===== src/sv/svsu_pkg.sv =====
package svsu_pkg;

  // default geometry
  localparam int DEF_SCALE         = 3;
  localparam int DEF_SOURCE_WIDTH  = 256;
  localparam int DEF_OUTPUT_HEIGHT = 720;
  localparam int DEF_OUTPUT_WIDTH  = 768;

  // frame buffer
  localparam int RAM_DEPTH  = 16384;
  localparam int RAM_ADDR_W = 14;
  localparam int BYTE_W     = 8;

  // output coordinates and colors
  localparam int COORD_W = 10;
  localparam int COLOR_W = 24;
  localparam int NUM_COLORS = 4;

  // apb
  localparam int APB_ADDR_W = 4;
  localparam int APB_DATA_W = 32;

  // palette reset values
  localparam logic [COLOR_W-1:0] PAL0_RESET = 24'h000000;
  localparam logic [COLOR_W-1:0] PAL1_RESET = 24'hC00000;
  localparam logic [COLOR_W-1:0] PAL2_RESET = 24'h00C000;
  localparam logic [COLOR_W-1:0] PAL3_RESET = 24'h0060FF;

  typedef enum logic {
    OP_WRITE = 1'b0,
    OP_TICK  = 1'b1
  } opcode_t;

  typedef logic [NUM_COLORS-1:0][COLOR_W-1:0] palette_t;

  // current scan position as seen by the datapath
  typedef struct packed {
    logic [RAM_ADDR_W-1:0] addr;
    logic [1:0]            sub;
    logic [COORD_W-1:0]    x;
    logic [COORD_W-1:0]    y;
    logic                  last;
  } scan_info_t;

endpackage


===== src/sv/svsu_palette.sv =====
module svsu_palette (
  input  logic                               clk,
  input  logic                               rst,
  input  logic                               psel,
  input  logic                               penable,
  input  logic                               pwrite,
  input  logic [svsu_pkg::APB_ADDR_W-1:0]    paddr,
  input  logic [svsu_pkg::APB_DATA_W-1:0]    pwdata,
  output logic [svsu_pkg::APB_DATA_W-1:0]    prdata,
  output logic                               pready,
  output svsu_pkg::palette_t                 palette
);

  logic       wr;
  logic [1:0] idx;

  assign pready = 1'b1;
  assign wr     = psel && penable && pwrite && pready;
  assign idx    = paddr[3:2];
  assign prdata = {{(svsu_pkg::APB_DATA_W - svsu_pkg::COLOR_W){1'b0}}, palette[idx]};

  always_ff @(posedge clk) begin
    if (rst) begin
      palette[0] <= svsu_pkg::PAL0_RESET;
      palette[1] <= svsu_pkg::PAL1_RESET;
      palette[2] <= svsu_pkg::PAL2_RESET;
      palette[3] <= svsu_pkg::PAL3_RESET;
    end else if (wr) begin
      palette[idx] <= pwdata[svsu_pkg::COLOR_W-1:0];
    end
  end

endmodule


===== config.mk =====
export PLATFORM = sky130hd
export DESIGN_NAME = svsu_palette
export DESIGN_NICKNAME = d
export VERILOG_FILES = /design/src/sv/svsu_pkg.sv /design/src/sv/svsu_palette.sv
export SDC_FILE = /design/constraint.sdc
export NUM_CORES = 1
export LEC_CHECK = 0
export BUFFER_PORTS_ARGS = -buffer_cell sky130_fd_sc_hd__buf_2
export CAP_MARGIN = 40
export CORE_AREA = 2 2 80 139
export DETAILED_ROUTE_END_ITERATION = 6
export DIE_AREA = 0 0 82 141
export PLACE_DENSITY = 0.75
export SLEW_MARGIN = 40
export SYNTH_ARGS = -nofsm -noshare
export SYNTH_HDL_FRONTEND = slang
export SYNTH_SLANG_ARGS = --single-unit

===== constraint.sdc =====
create_clock -name clk -period 1.3 [get_ports clk]
set_clock_uncertainty 0.2 [all_clocks]
set_input_delay 0.195 -clock clk [delete_from_list [all_inputs] [get_ports clk]]
set_output_delay 0.195 -clock clk [all_outputs]
set_load 0.02 [all_outputs]

# After elaboration in Yosys (flattened, before gate mapping)
# Index checks and enable logic that the tools add are counted.
# op_classes
mul	0
n_lt_le_gt_ge	2
n_eq_ne	0
n_shift	0
n_addsub	0
bitwise_logic	0
n_div	0
muxes	5
n_reduce_logical	3
# op_table
operator	n
96-bit bitwise mux	1
24-bit binary-select mux with 2-bit select	1
24-bit demux with 2-bit select	1
24-bit two-way mux	2
1-bit logical AND	3
2-bit by 3-bit < comparator with 1-bit output, second input constant	1
2-bit by 1-bit >= comparator with 1-bit output, second input constant	1
# word_totals
mem_bits_rw	0
memories	0
romBits	0
input_bits	41
reg_bits	96
wordCells	14
latchBits	0

# Depth between registers and ports, before layout
# depth
depth_word	5
mapped_depth	5
ltp_nobuf	3

# Least setup slack after synthesis
# No wires, ideal clock.
# synth_timing
path_type	input port to output port
from	input paddr[3] (netlist name)
to	output prdata[10] (netlist name)
t_required_ns	0.905
path_buffers	3
path_stages	4
t_arrival_ns	1.107
path_slack_ns	-0.202
cell_sequence	buf_4 -> buf_4 -> buf_2 -> mux4_2
# synth_between
elab_chain_len	2
# synth_rtl
element	line_no	text
start, declared	svsu_palette.sv:7	input logic [svsu_pkg::APB_ADDR_W-1:0] paddr,
24-bit binary-select mux with 2-bit select	svsu_palette.sv:20	assign prdata = {{(svsu_pkg::APB_DATA_W - svsu_pkg::COLOR_W){1'b0}}, palette[idx]};
24-bit two-way mux (not written as such)	svsu_palette.sv:20	
end, declared	svsu_palette.sv:9	output logic [svsu_pkg::APB_DATA_W-1:0] prdata,
# No other way between the ends. The select of a mux whose other input is x is not followed.

# Final worst setup path
# layout_timing
from	register palette[11] (netlist name)
to	output prdata[11] (netlist name)
# layout_between
elab_chain_len	2
# layout_rtl
element	line_no	text
start, declared	svsu_palette.sv:11	output svsu_pkg::palette_t palette
start signal, assigned by index	svsu_palette.sv:29	palette[idx] <= pwdata[svsu_pkg::COLOR_W-1:0];
24-bit binary-select mux with 2-bit select	svsu_palette.sv:20	
24-bit two-way mux (not written as such)	svsu_palette.sv:20	
# No other way between the ends. The select of a mux whose other input is x is not followed.

==> results.sh <==
export IMPL_end_kind="output port"
export IMPL_drtAntennaViolNets=0
export IMPL_die_h_um=141
export IMPL_first_global_vias=4795
export IMPL_grt_pass1_wl_um=24600
export IMPL_reg2reg_to="palette[82]$_SDFFE_PP0P_"
export IMPL_rrSetupSlack_ns=0.03
export IMPL_ir_drop_v=0.000769
export IMPL_whs_path_depth=3
export IMPL_crit_start="palette[11]$_SDFFE_PP0P_"
export IMPL_synth_area_um2=4600
export IMPL_holdCritPathClass="input pin to flop"
export IMPL_cts_tree="built"
export IMPL_worstSkewPairLatency_ns=0.34
export IMPL_netlist_cell_type_count=23
export IMPL_clockBufferDepth=2
export IMPL_synth_enable_flop_cells=0
export IMPL_cts_sinks=96
export IMPL_numCtsBuffers=9
export IMPL_path_max_fanout=2
export IMPL_dp_hpwl_um=9540
export IMPL_wire_per_inst_um=20.4
export IMPL_num_io_pins=170
export IMPL_setup_viol_count_final=80
export IMPL_rr_startpoint="palette[82]$_SDFFE_PP0P_"
export IMPL_synthFlopType="dfxtp_1"
export IMPL_status="finished with violations"
export IMPL_area_growth_pct=82.5
export IMPL_dr_pass1_iters=4
export IMPL_async_flop_share_pct=0
export IMPL_routabilityCongestion=0.822
export IMPL_initial_core_util_pct=43.8
export IMPL_num_rows=50
export IMPL_critPathArrivalTime_ns=1.36
export IMPL_hold_violations=0
export IMPL_port_buffers=150
export IMPL_min_period_over_period_pct=135
export IMPL_r2r_cells=6
export IMPL_largest_register="palette"
export IMPL_drive_gt1_share_pct=62.1
export IMPL_synthMostInstantiatedCell="dfxtp_1"
export IMPL_maxCapViolCount=0
export IMPL_synth_top_area_cell="dfxtp_1"
export IMPL_slew_viol_final=0
export IMPL_violations="negative setup slack"
export IMPL_synth_area_top_cells="dfxtp_1 42%, mux2i_1 16%, mux4_2 12%, nand2b_1 11%, o21ai_0 4.6%"
export IMPL_setup_ws_ns=-0.450
export IMPL_reg_top3="palette x96"
export IMPL_nets=765
export IMPL_p_total_mw=6.84
export IMPL_drcViolationCount=0
export IMPL_endpoint="prdata[11]"
export IMPL_grt_start_max_net_pins=64
export IMPL_netlist_area_leader_share_pct=41.8
export IMPL_synth_warnings=0
export IMPL_clockRootBuffer="clkbuf_16"
export IMPL_viasPerCell=5.31
export IMPL_synth_seq_area_share_pct=41.8
export IMPL_syn_avg_cell_area_um2=10.7
export IMPL_overflow=0
export IMPL_vias=4562
export IMPL_ys_seq_elements=96
export IMPL_die_w_um=82
export IMPL_yosys_top_cells_count="96 x dfxtp_1, 84 x nand2b_1, 74 x mux2i_1, 42 x o21ai_0, 28 x nor2_1"
export IMPL_worstSetupPathType="flop to output port"
export IMPL_antenna_found_initial=1
export IMPL_drt_total_wl_um=17500
export IMPL_fin_util_pct=79.9
export IMPL_rsz0062_at_grt="yes"
export IMPL_fp_coreArea_um2=10500
export IMPL_cts_reportedPaths_clkPinSlew_ns=0.07
export IMPL_power_leakage_nw=3.80
export IMPL_drtIter0Drc=194
export IMPL_powerDensity_nw_per_um2=815
export IMPL_critPathLaunchType="flop"
export IMPL_largest_register_ffs=96
export IMPL_post_route_min_period_ns=1.75
export IMPL_track_usage_pct=28.4
export IMPL_die_area_um2=11600
export IMPL_fmax_mhz=571
export IMPL_htree_levels=3
export IMPL_required_ns=0.90
export IMPL_syn_inst=428
## worst max-delay path, cell delays in order, from the launching register on
cell and delay, ns:
dfxtp_2 0.34, mux4_2 0.51, buf_6 0.16
## cell usage in the layout (no fill, tap or decap), drive strengths merged
cell         count
o21ai           44
nor3b            1
or3              1
dlygate4sd3     18
clkbuf          10
and3             2
nand2b          84
conb             9
nor2b           22
mux4            24
diode            1
nor3             1
clkinv           3
nand3b           1
nor2            28
nand4            1
or2              1
dfxtp           96
nand3            2
inv              1
buf            303
mux2i           74
bufinv           2
## kinds of logic after synthesis
group / share of synthesized area [%]
compound gates: 4.79
buf+inv: 6.20
flops: 41.8
mux: 27.8
other cells: 0.163
simple gates: 19.2
## worst min-delay path by stage
stage                                 start                       end  slack (ns)
floorplan                         pwdata[0]  palette[72]$_SDFFE_PP1P_        0.16
global placement                  pwdata[2]  palette[74]$_SDFFE_PP1P_        0.26
detailed placement  palette[5]$_SDFFE_PP0P_   palette[5]$_SDFFE_PP0P_        0.28
CTS                              pwdata[11]  palette[59]$_SDFFE_PP0P_      0.0004
global route                     pwdata[17]  palette[89]$_SDFFE_PP0P_       0.006
finish                           pwdata[17]  palette[89]$_SDFFE_PP0P_       0.002
## cell type report
| class | count | area (um^2) |
|---|---|---|
| Sequential cell | 96 | 2040 |
| Clock inverter | 6 | 83.8 |
| Fill cell | 593 | 2110 |
| Tap cell | 130 | 163 |
| Clock buffer | 9 | 225 |
| Multi-Input combinational cell | 295 | 2460 |
| Timing Repair Buffer | 322 | 3420 |
| Antenna cell | 1 | 2.50 |
## stage by stage
stage	setup TNS [ns]	instances	hold WS (ns)	setup WS, ns	instance area, um^2
finish	-13.22	859	0.00179	-0.450	8400
global route	-15.53	859	0.00598	-0.456	8400
CTS	-9.82	824	0.000441	-0.420	7980
detailed placement	-26.28	777	0.284	-0.347	6260
global placement	-22.85	777	0.264	-0.323	6260
floorplan	-2.36	435	0.162	-0.125	4680
## where the power goes
part	switching [mW]	internal (mW)
Combinational	0.479	0.521
Clock	1.16	1.67
Sequential	0.0297	2.98
Total	1.67	5.18
## repair_timing
item                       CTS  global route
resized for setup          389            74
pin swaps                    1             2
hold endpoints to repair    46             0
gates cloned                 0             1
setup endpoints to repair  105           135
hold buffers                18             0
buffers inserted            16            57
## routing by layer
layer  track usage (%)  part of all wire, %  up-vias
li1                  -                    -     2062
met1              28.2                   34     2201
met2              52.5                   55      220
met3              4.55                  4.3       79
met5                 0                    0        -
met4              17.5                  6.1        0
No activity file was read; power rests on OpenSTA's default activity.
