`src/sv/svsu_pkg.sv`:
```
package svsu_pkg;

  // default geometry
  localparam int DEF_SCALE         = 3;
  localparam int DEF_SOURCE_WIDTH  = 256;
  localparam int DEF_OUTPUT_HEIGHT = 720;
  localparam int DEF_OUTPUT_WIDTH  = 768;

  // frame buffer
  localparam int RAM_DEPTH  = 16384;
  localparam int RAM_ADDR_W = 14;
  localparam int BYTE_W     = 8;

  // output coordinates and colors
  localparam int COORD_W = 10;
  localparam int COLOR_W = 24;
  localparam int NUM_COLORS = 4;

  // apb
  localparam int APB_ADDR_W = 4;
  localparam int APB_DATA_W = 32;

  // palette reset values
  localparam logic [COLOR_W-1:0] PAL0_RESET = 24'h000000;
  localparam logic [COLOR_W-1:0] PAL1_RESET = 24'hC00000;
  localparam logic [COLOR_W-1:0] PAL2_RESET = 24'h00C000;
  localparam logic [COLOR_W-1:0] PAL3_RESET = 24'h0060FF;

  typedef enum logic {
    OP_WRITE = 1'b0,
    OP_TICK  = 1'b1
  } opcode_t;

  typedef logic [NUM_COLORS-1:0][COLOR_W-1:0] palette_t;

  // current scan position as seen by the datapath
  typedef struct packed {
    logic [RAM_ADDR_W-1:0] addr;
    logic [1:0]            sub;
    logic [COORD_W-1:0]    x;
    logic [COORD_W-1:0]    y;
    logic                  last;
  } scan_info_t;

endpackage

```
`src/sv/svsu_scan.sv`:
```
module svsu_scan #(
  parameter int SCALE         = svsu_pkg::DEF_SCALE,
  parameter int SOURCE_WIDTH  = svsu_pkg::DEF_SOURCE_WIDTH,
  parameter int OUTPUT_HEIGHT = svsu_pkg::DEF_OUTPUT_HEIGHT,
  parameter int OUTPUT_WIDTH  = svsu_pkg::DEF_OUTPUT_WIDTH
) (
  input  logic                   clk,
  input  logic                   rst,
  input  logic                   step,
  output svsu_pkg::scan_info_t   info
);

  localparam int EFF_SCALE = (SCALE > 0) ? SCALE : 1;
  localparam int PW = (EFF_SCALE > 1) ? $clog2(EFF_SCALE) : 1;
  localparam int CW = (OUTPUT_WIDTH > 1) ? $clog2(OUTPUT_WIDTH) : 1;
  localparam int RW = (OUTPUT_HEIGHT > 1) ? $clog2(OUTPUT_HEIGHT) : 1;
  localparam int BW = svsu_pkg::RAM_ADDR_W + 2;

  logic [CW-1:0] col;
  logic [RW-1:0] row;
  logic [PW-1:0] xph;
  logic [PW-1:0] yph;
  logic [CW-1:0] src_x;
  logic [BW-1:0] row_base;

  logic          col_end;
  logic          row_end;
  logic [BW-1:0] addr_full;
  logic [CW+svsu_pkg::COORD_W-1:0] col_ext;
  logic [RW+svsu_pkg::COORD_W-1:0] row_ext;

  assign col_end   = (col == CW'(OUTPUT_WIDTH - 1));
  assign row_end   = (row == RW'(OUTPUT_HEIGHT - 1));
  assign addr_full = row_base + BW'(src_x);
  assign col_ext   = {{svsu_pkg::COORD_W{1'b0}}, col};
  assign row_ext   = {{svsu_pkg::COORD_W{1'b0}}, row};

  always_comb begin
    info.addr = addr_full[BW-1:2];
    info.sub  = src_x[1:0];
    info.x    = col_ext[svsu_pkg::COORD_W-1:0];
    info.y    = row_ext[svsu_pkg::COORD_W-1:0];
    info.last = col_end && row_end;
  end

  always_ff @(posedge clk) begin
    if (rst) begin
      col      <= '0;
      row      <= '0;
      xph      <= '0;
      yph      <= '0;
      src_x    <= '0;
      row_base <= '0;
    end else if (step) begin
      if (col_end) begin
        col   <= '0;
        xph   <= '0;
        src_x <= '0;
        if (row_end) begin
          row      <= '0;
          yph      <= '0;
          row_base <= '0;
        end else begin
          row <= row + RW'(1);
          if (yph == PW'(EFF_SCALE - 1)) begin
            yph      <= '0;
            row_base <= row_base + BW'(SOURCE_WIDTH);
          end else begin
            yph <= yph + PW'(1);
          end
        end
      end else begin
        col <= col + CW'(1);
        if (xph == PW'(EFF_SCALE - 1)) begin
          xph   <= '0;
          src_x <= src_x + CW'(1);
        end else begin
          xph <= xph + PW'(1);
        end
      end
    end
  end

endmodule

```
`config.mk`:
```
export PLATFORM = sky130hd
export DESIGN_NAME = svsu_scan
export DESIGN_NICKNAME = d
export VERILOG_FILES = /design/src/sv/svsu_pkg.sv /design/src/sv/svsu_scan.sv
export SDC_FILE = /design/constraint.sdc
export NUM_CORES = 1
export LEC_CHECK = 0
export ABC_CLOCK_PERIOD_IN_PS = 2300
export BUFFER_PORTS_ARGS = -buffer_cell sky130_fd_sc_hd__buf_2
export CORE_MARGIN = 4
export CORE_UTILIZATION = 40
export DETAILED_ROUTE_END_ITERATION = 10
export PLACE_DENSITY = 0.6
export SYNTH_ARGS = -nofsm -noshare
export SYNTH_HDL_FRONTEND = slang
export SYNTH_SLANG_ARGS = --single-unit
```
`constraint.sdc`:
```
create_clock -name clk -period 2.3 [get_ports clk]
set_clock_uncertainty 0.1 [all_clocks]
set_input_delay 0.345 -clock clk [delete_from_list [all_inputs] [get_ports clk]]
set_output_delay 0.345 -clock clk [all_outputs]
set_load 0.01 [all_outputs]
```
# Yosys cells after proc, flatten, opt, wreduce, memory -nomap -nowiden

Cells that the tools add are included.

Shifts and indexed selects: 0
Div/mod/pow operators: 0
Mux-type cells: 10
Multiply operators: 0
Add/sub/neg operators: 7
Reduce and logical (&&, ||, !) cells: 6
Equality and inequality tests: 4
Magnitude comparators: 0
Bitwise operators: 0

Operator list:

| operator                                      | count |
|---|---|
| two-way mux 10 bit                            | 4 |
| two-way mux 16 bit                            | 2 |
| adder 10 x 1 -> 10 bit, second input constant | 3 |
| equality test 10 bit, second input constant   | 2 |
| adder 16 x 10 -> 16 bit                       | 1 |
| adder 16 x 9 -> 16 bit, second input constant | 1 |
| two-way mux 2 bit                             | 4 |
| adder 2 x 1 -> 2 bit, second input constant   | 2 |
| equality test 2 bit, second input constant    | 2 |
| AND reduction 2 bit                           | 2 |
| nonzero test 2 bit                            | 2 |
| AND reduction 3 bit                           | 1 |
| logical AND 1 bit                             | 1 |

Latch bits: 0
Memories kept: 0
Output and inout port bits: 37
Register bits: 50
Word-level logic and storage cells: 33
RAM bits: 0
ROM bits: 0
Bits of input ports: 3

# Logic depth before layout (Yosys ltp)

Depth in word-level cells: 3
Gate-level depth with buffers: 7
Mapped depth without buffers: 5

# Worst setup path before layout

OpenSTA, ideal clock, no wires.

Kind: register to output
From: reg row[0]
To: out info[0] in the netlist's numbering
Slack: 292 ps
Stages on the path, launching flop included: 7
Data required time: 1855 ps
Buffers on the path: 2
Arrival time: 1563 ps
Path through: dfxtp_1 -> ha_1 -> and3_1 -> clkbuf_1 -> nand4_1 -> clkbuf_1 -> nor2_1

RTL lines:

| what                   | line            | source |
|---|---|---|
| start, declared        | svsu_scan.sv:20 | `logic [RW-1:0] row;` |
| start signal, assigned | svsu_scan.sv:64 | `row <= row + RW'(1);` |
| end, declared          | svsu_scan.sv:10 | `output svsu_pkg::scan_info_t info` |

==> results by group <==
Clocking
  – H-tree depth: 2
  – CTS tree: built
  – Worst-path clk slew: 0.08 ns
  – Skew-Pair Late Insertion Delay: 0.29 ns
  – Max Buffers Root-to-Sink: 2
  – Root buf cell: clkbuf_8
  – Clk sinks: 42
  – TritonCTS buffer count: 5

Worst setup path
  – Worst setup path start: row_base[9]
  – Critical Path AT: 1.73 ns
  – CP Depth: 6
  – Critical R2R Launch: col[0]
  – Largest fanout on the critical path: 4
  – Slowest stage delay, CP: 0.34 ns
  – CP Buf/Inv Count: 1
  – CP cell instances: ha_1 > a21o_1 > nand3_1 > nor2_1 > xor2_1 > buf_2
  – CP required: 1.86 ns
  – R2R setup slack: 0.37 ns
  – CP max-delay cell: dfxtp_1
  – CP endpoint kind: primary output
  – CP endpoint: info[35]
  – Crit path kind: reg -> out
  – R2R Path End: row_base[11]
  – Startpoint types: flip-flop
  – R2R depth: 6
  – Delay-heaviest family, CP: flip-flops

Global routing
  – Tot GR Track Use: 16.63%
  – Vias in the first global route: 2,079
  – Largest net degree at the start of global routing: 26
  – Initial antenna violation count: 0
  – First-pass GRT wire length: 9873 um
  – Total gr overflow: 0

Power
  – P per Cell Area: 503.2 nW/um^2
  – Worst VDD drop: 306.5 uV
  – Leakage: 1.087 nW
  – Total power: 1.350 mW

Placed design
  – Post-Place Cell Area: 2556 um^2
  – Post-DP HPWL: 3996 um
  – # placed instances: 379
  – GP Congestion: 0.8348
  – Port buffer count: 39

Logic synthesis
  – Seq cells post-synth: 42
  – Yosys cell types: 48
  – Top FF cell, synth: dfxtp_1
  – Yosys warns: 0
  – Post-Syn Nets: 295
  – Syn avg cell area: 8.115 um^2
  – Syn Std Cell Area: 2321 um^2
  – Register area share after synthesis: 36.23%
  – Post-synthesis cell count: 286
  – EDFF count, synth: 0
  – Async SR Flop Fraction: 0%

Floorplanning
  – Initial Utilization: 41.64%
  – Die H: 84.18 um
  – Die footprint: 7085 um^2
  – IO Count: 40
  – Die W: 84.18 um
  – Core area: 5574 um^2
  – Cell Rows: 27

Route
  – Wire per inst: 14.71 um
  – Detail Route Antenna Nets: 0
  – Vias post-DR: 2,219
  – WL final: 5721 um
  – Router iterations before antenna repair: 4
  – DR vias/cell: 5.704
  – DRC Markers: 0
  – Starting DRT DRC Count: 197

Layout
  – Final instance area: 2683 um^2
  – Antenna cells: 0
  – Commonest non-fill, non-tap cell in the layout: dfxtp_1
  – Fraction of layout cells with a size suffix above 1: 20.19%
  – Area grow syn2layout: 15.58%
  – NumNets Final: 325
  – Most frequent cells in the layout: dfxtp_1, buf_2, nand2_1
  – Final Util: 48.13%
  – Finished Layout Cells: 389

Run
  – Max-cap violations: 0

STA
  – Crit path time final: 2.177 ns
  – Final number of setup-violating endpoints: 0
  – Max Clk Rate: 0.4594 GHz
  – Final Hold Vio Count: 0
  – Slew margin rel.: 73.60%
  – Fin crit share: 94.63%
  – Worst-margin pin slew: 0.3960 ns
  – Post-route setup TNS: 0 ns
  – Max-slew violations: 0

Status
  – Status: finished clean

Min path
  – Hold crit path type: in -> reg
routing by layer:
metal	global-route usage (%)	part of all wire [%]	vias up
met4	4.971	0.52	0
met2	25.97	46	59
met3	3.925	5.4	2
met1	22.83	48	1042
li1	-	-	1116
met5	0	0	-
report_power, final:
group	total (mW)	switching [mW]	internal, mW	leakage [nW]
Clock	0.557	0.254	0.303	0.0575
Sequential	0.742	0.00911	0.733	0.339
Combinational	0.0505	0.0335	0.0170	0.690
metrics by stage:
| step | setup WS [ns] | hold slack, ns |
|---|---|---|
| 2_1_floorplan | 0.2918 | 0.3650 |
| 3_3_place_gp | 0.4155 | 0.3857 |
| 4_1_cts | 0.05783 | 0.3231 |
| 6_report | 0.1234 | 0.3513 |
| 5_1_grt | -0.01116 | 0.3510 |
| 3_5_place_dp | 0.3929 | 0.3946 |
timing repair:
item / in CTS / in global routing
hold buffers: 0 / 0
buffers inserted: 0 / 2
gates resized for setup: 0 / 1
endpoints found under the setup margin: 0 / 2
worst min-delay path by stage:
stage,to,from,cells after the start,slack [ns]
after floorplan,src_x[8],src_x[8],1,0.37
after global placement,row[1],row[1],2,0.39
after detailed placement,col[1],col[1],2,0.39
after CTS,col[1],step,3,0.32
after global routing,col[1],step,3,0.35
final,col[1],step,3,0.35
cell families (layout without fill, tap and decap cells):
logic type / Yosys count / in the layout / synth area share [%]
AND/OR/NAND/NOR: 120 / 120 / 29.27
AO/OA/AOI/OAI: 65 / 65 / 17.95
flip-flops: 42 / 42 / 36.23
buffers and inverters: 36 / 67 / 6.846
XOR/XNOR: 16 / 16 / 6.038
adder cells (fa/ha/maj): 6 / 6 / 3.234
multiplexers: 1 / 1 / 0.4313
state kept, by name, summed over array words and instances (netlist names):
| signal | cells |
|---|---|
| yph | 2 |
| row_base | 8 |
| col | 10 |
| row | 10 |
| xph | 2 |
| src_x | 10 |
final cells by class:
type	count	area, um^2
flip-flops and latches	42	840.8
repair buffers	52	292.8
well taps	72	90.09
fillers	571	2892
inverters	7	26.28
multi-input cells	208	1323
clock buffers	8	110.1
worst min-delay path, cell delays in order:
cell	delay (ns)
buf_2	0.19
nand3_1	0.09
a21oi_1	0.07
cells in the mapped netlist, types with 2 or more instances:
| cell | count | area share [%] |
|---|---|---|
| nor3b_1 | 2 | 0.65 |
| clkbuf_1 | 20 | 3.2 |
| and4b_1 | 2 | 0.86 |
| a21oi_1 | 23 | 5.0 |
| and4_1 | 3 | 1.1 |
| nand2_1 | 24 | 3.9 |
| nand4b_1 | 4 | 1.5 |
| xor2_1 | 10 | 3.8 |
| nand4_1 | 15 | 4.0 |
| nor2_1 | 17 | 2.7 |
| nand3b_1 | 3 | 0.97 |
| a31oi_1 | 9 | 2.4 |
| and3_1 | 8 | 2.2 |
| a311oi_1 | 10 | 3.8 |
| or3_1 | 4 | 1.1 |
| and2_1 | 3 | 0.81 |
| o21ai_0 | 9 | 1.9 |
| xnor2_1 | 6 | 2.3 |
| dfxtp_1 | 42 | 36 |
| a41oi_1 | 2 | 0.75 |
| or4_1 | 2 | 0.65 |
| nand3_1 | 16 | 3.5 |
| ha_1 | 6 | 3.2 |
| nor2b_1 | 2 | 0.54 |
| nor3_1 | 8 | 1.7 |
| buf_4 | 3 | 0.97 |
| inv_1 | 7 | 1.1 |
| buf_2 | 4 | 0.86 |
| o32ai_1 | 3 | 1.1 |
No activity file was read; power rests on OpenSTA's default activity.
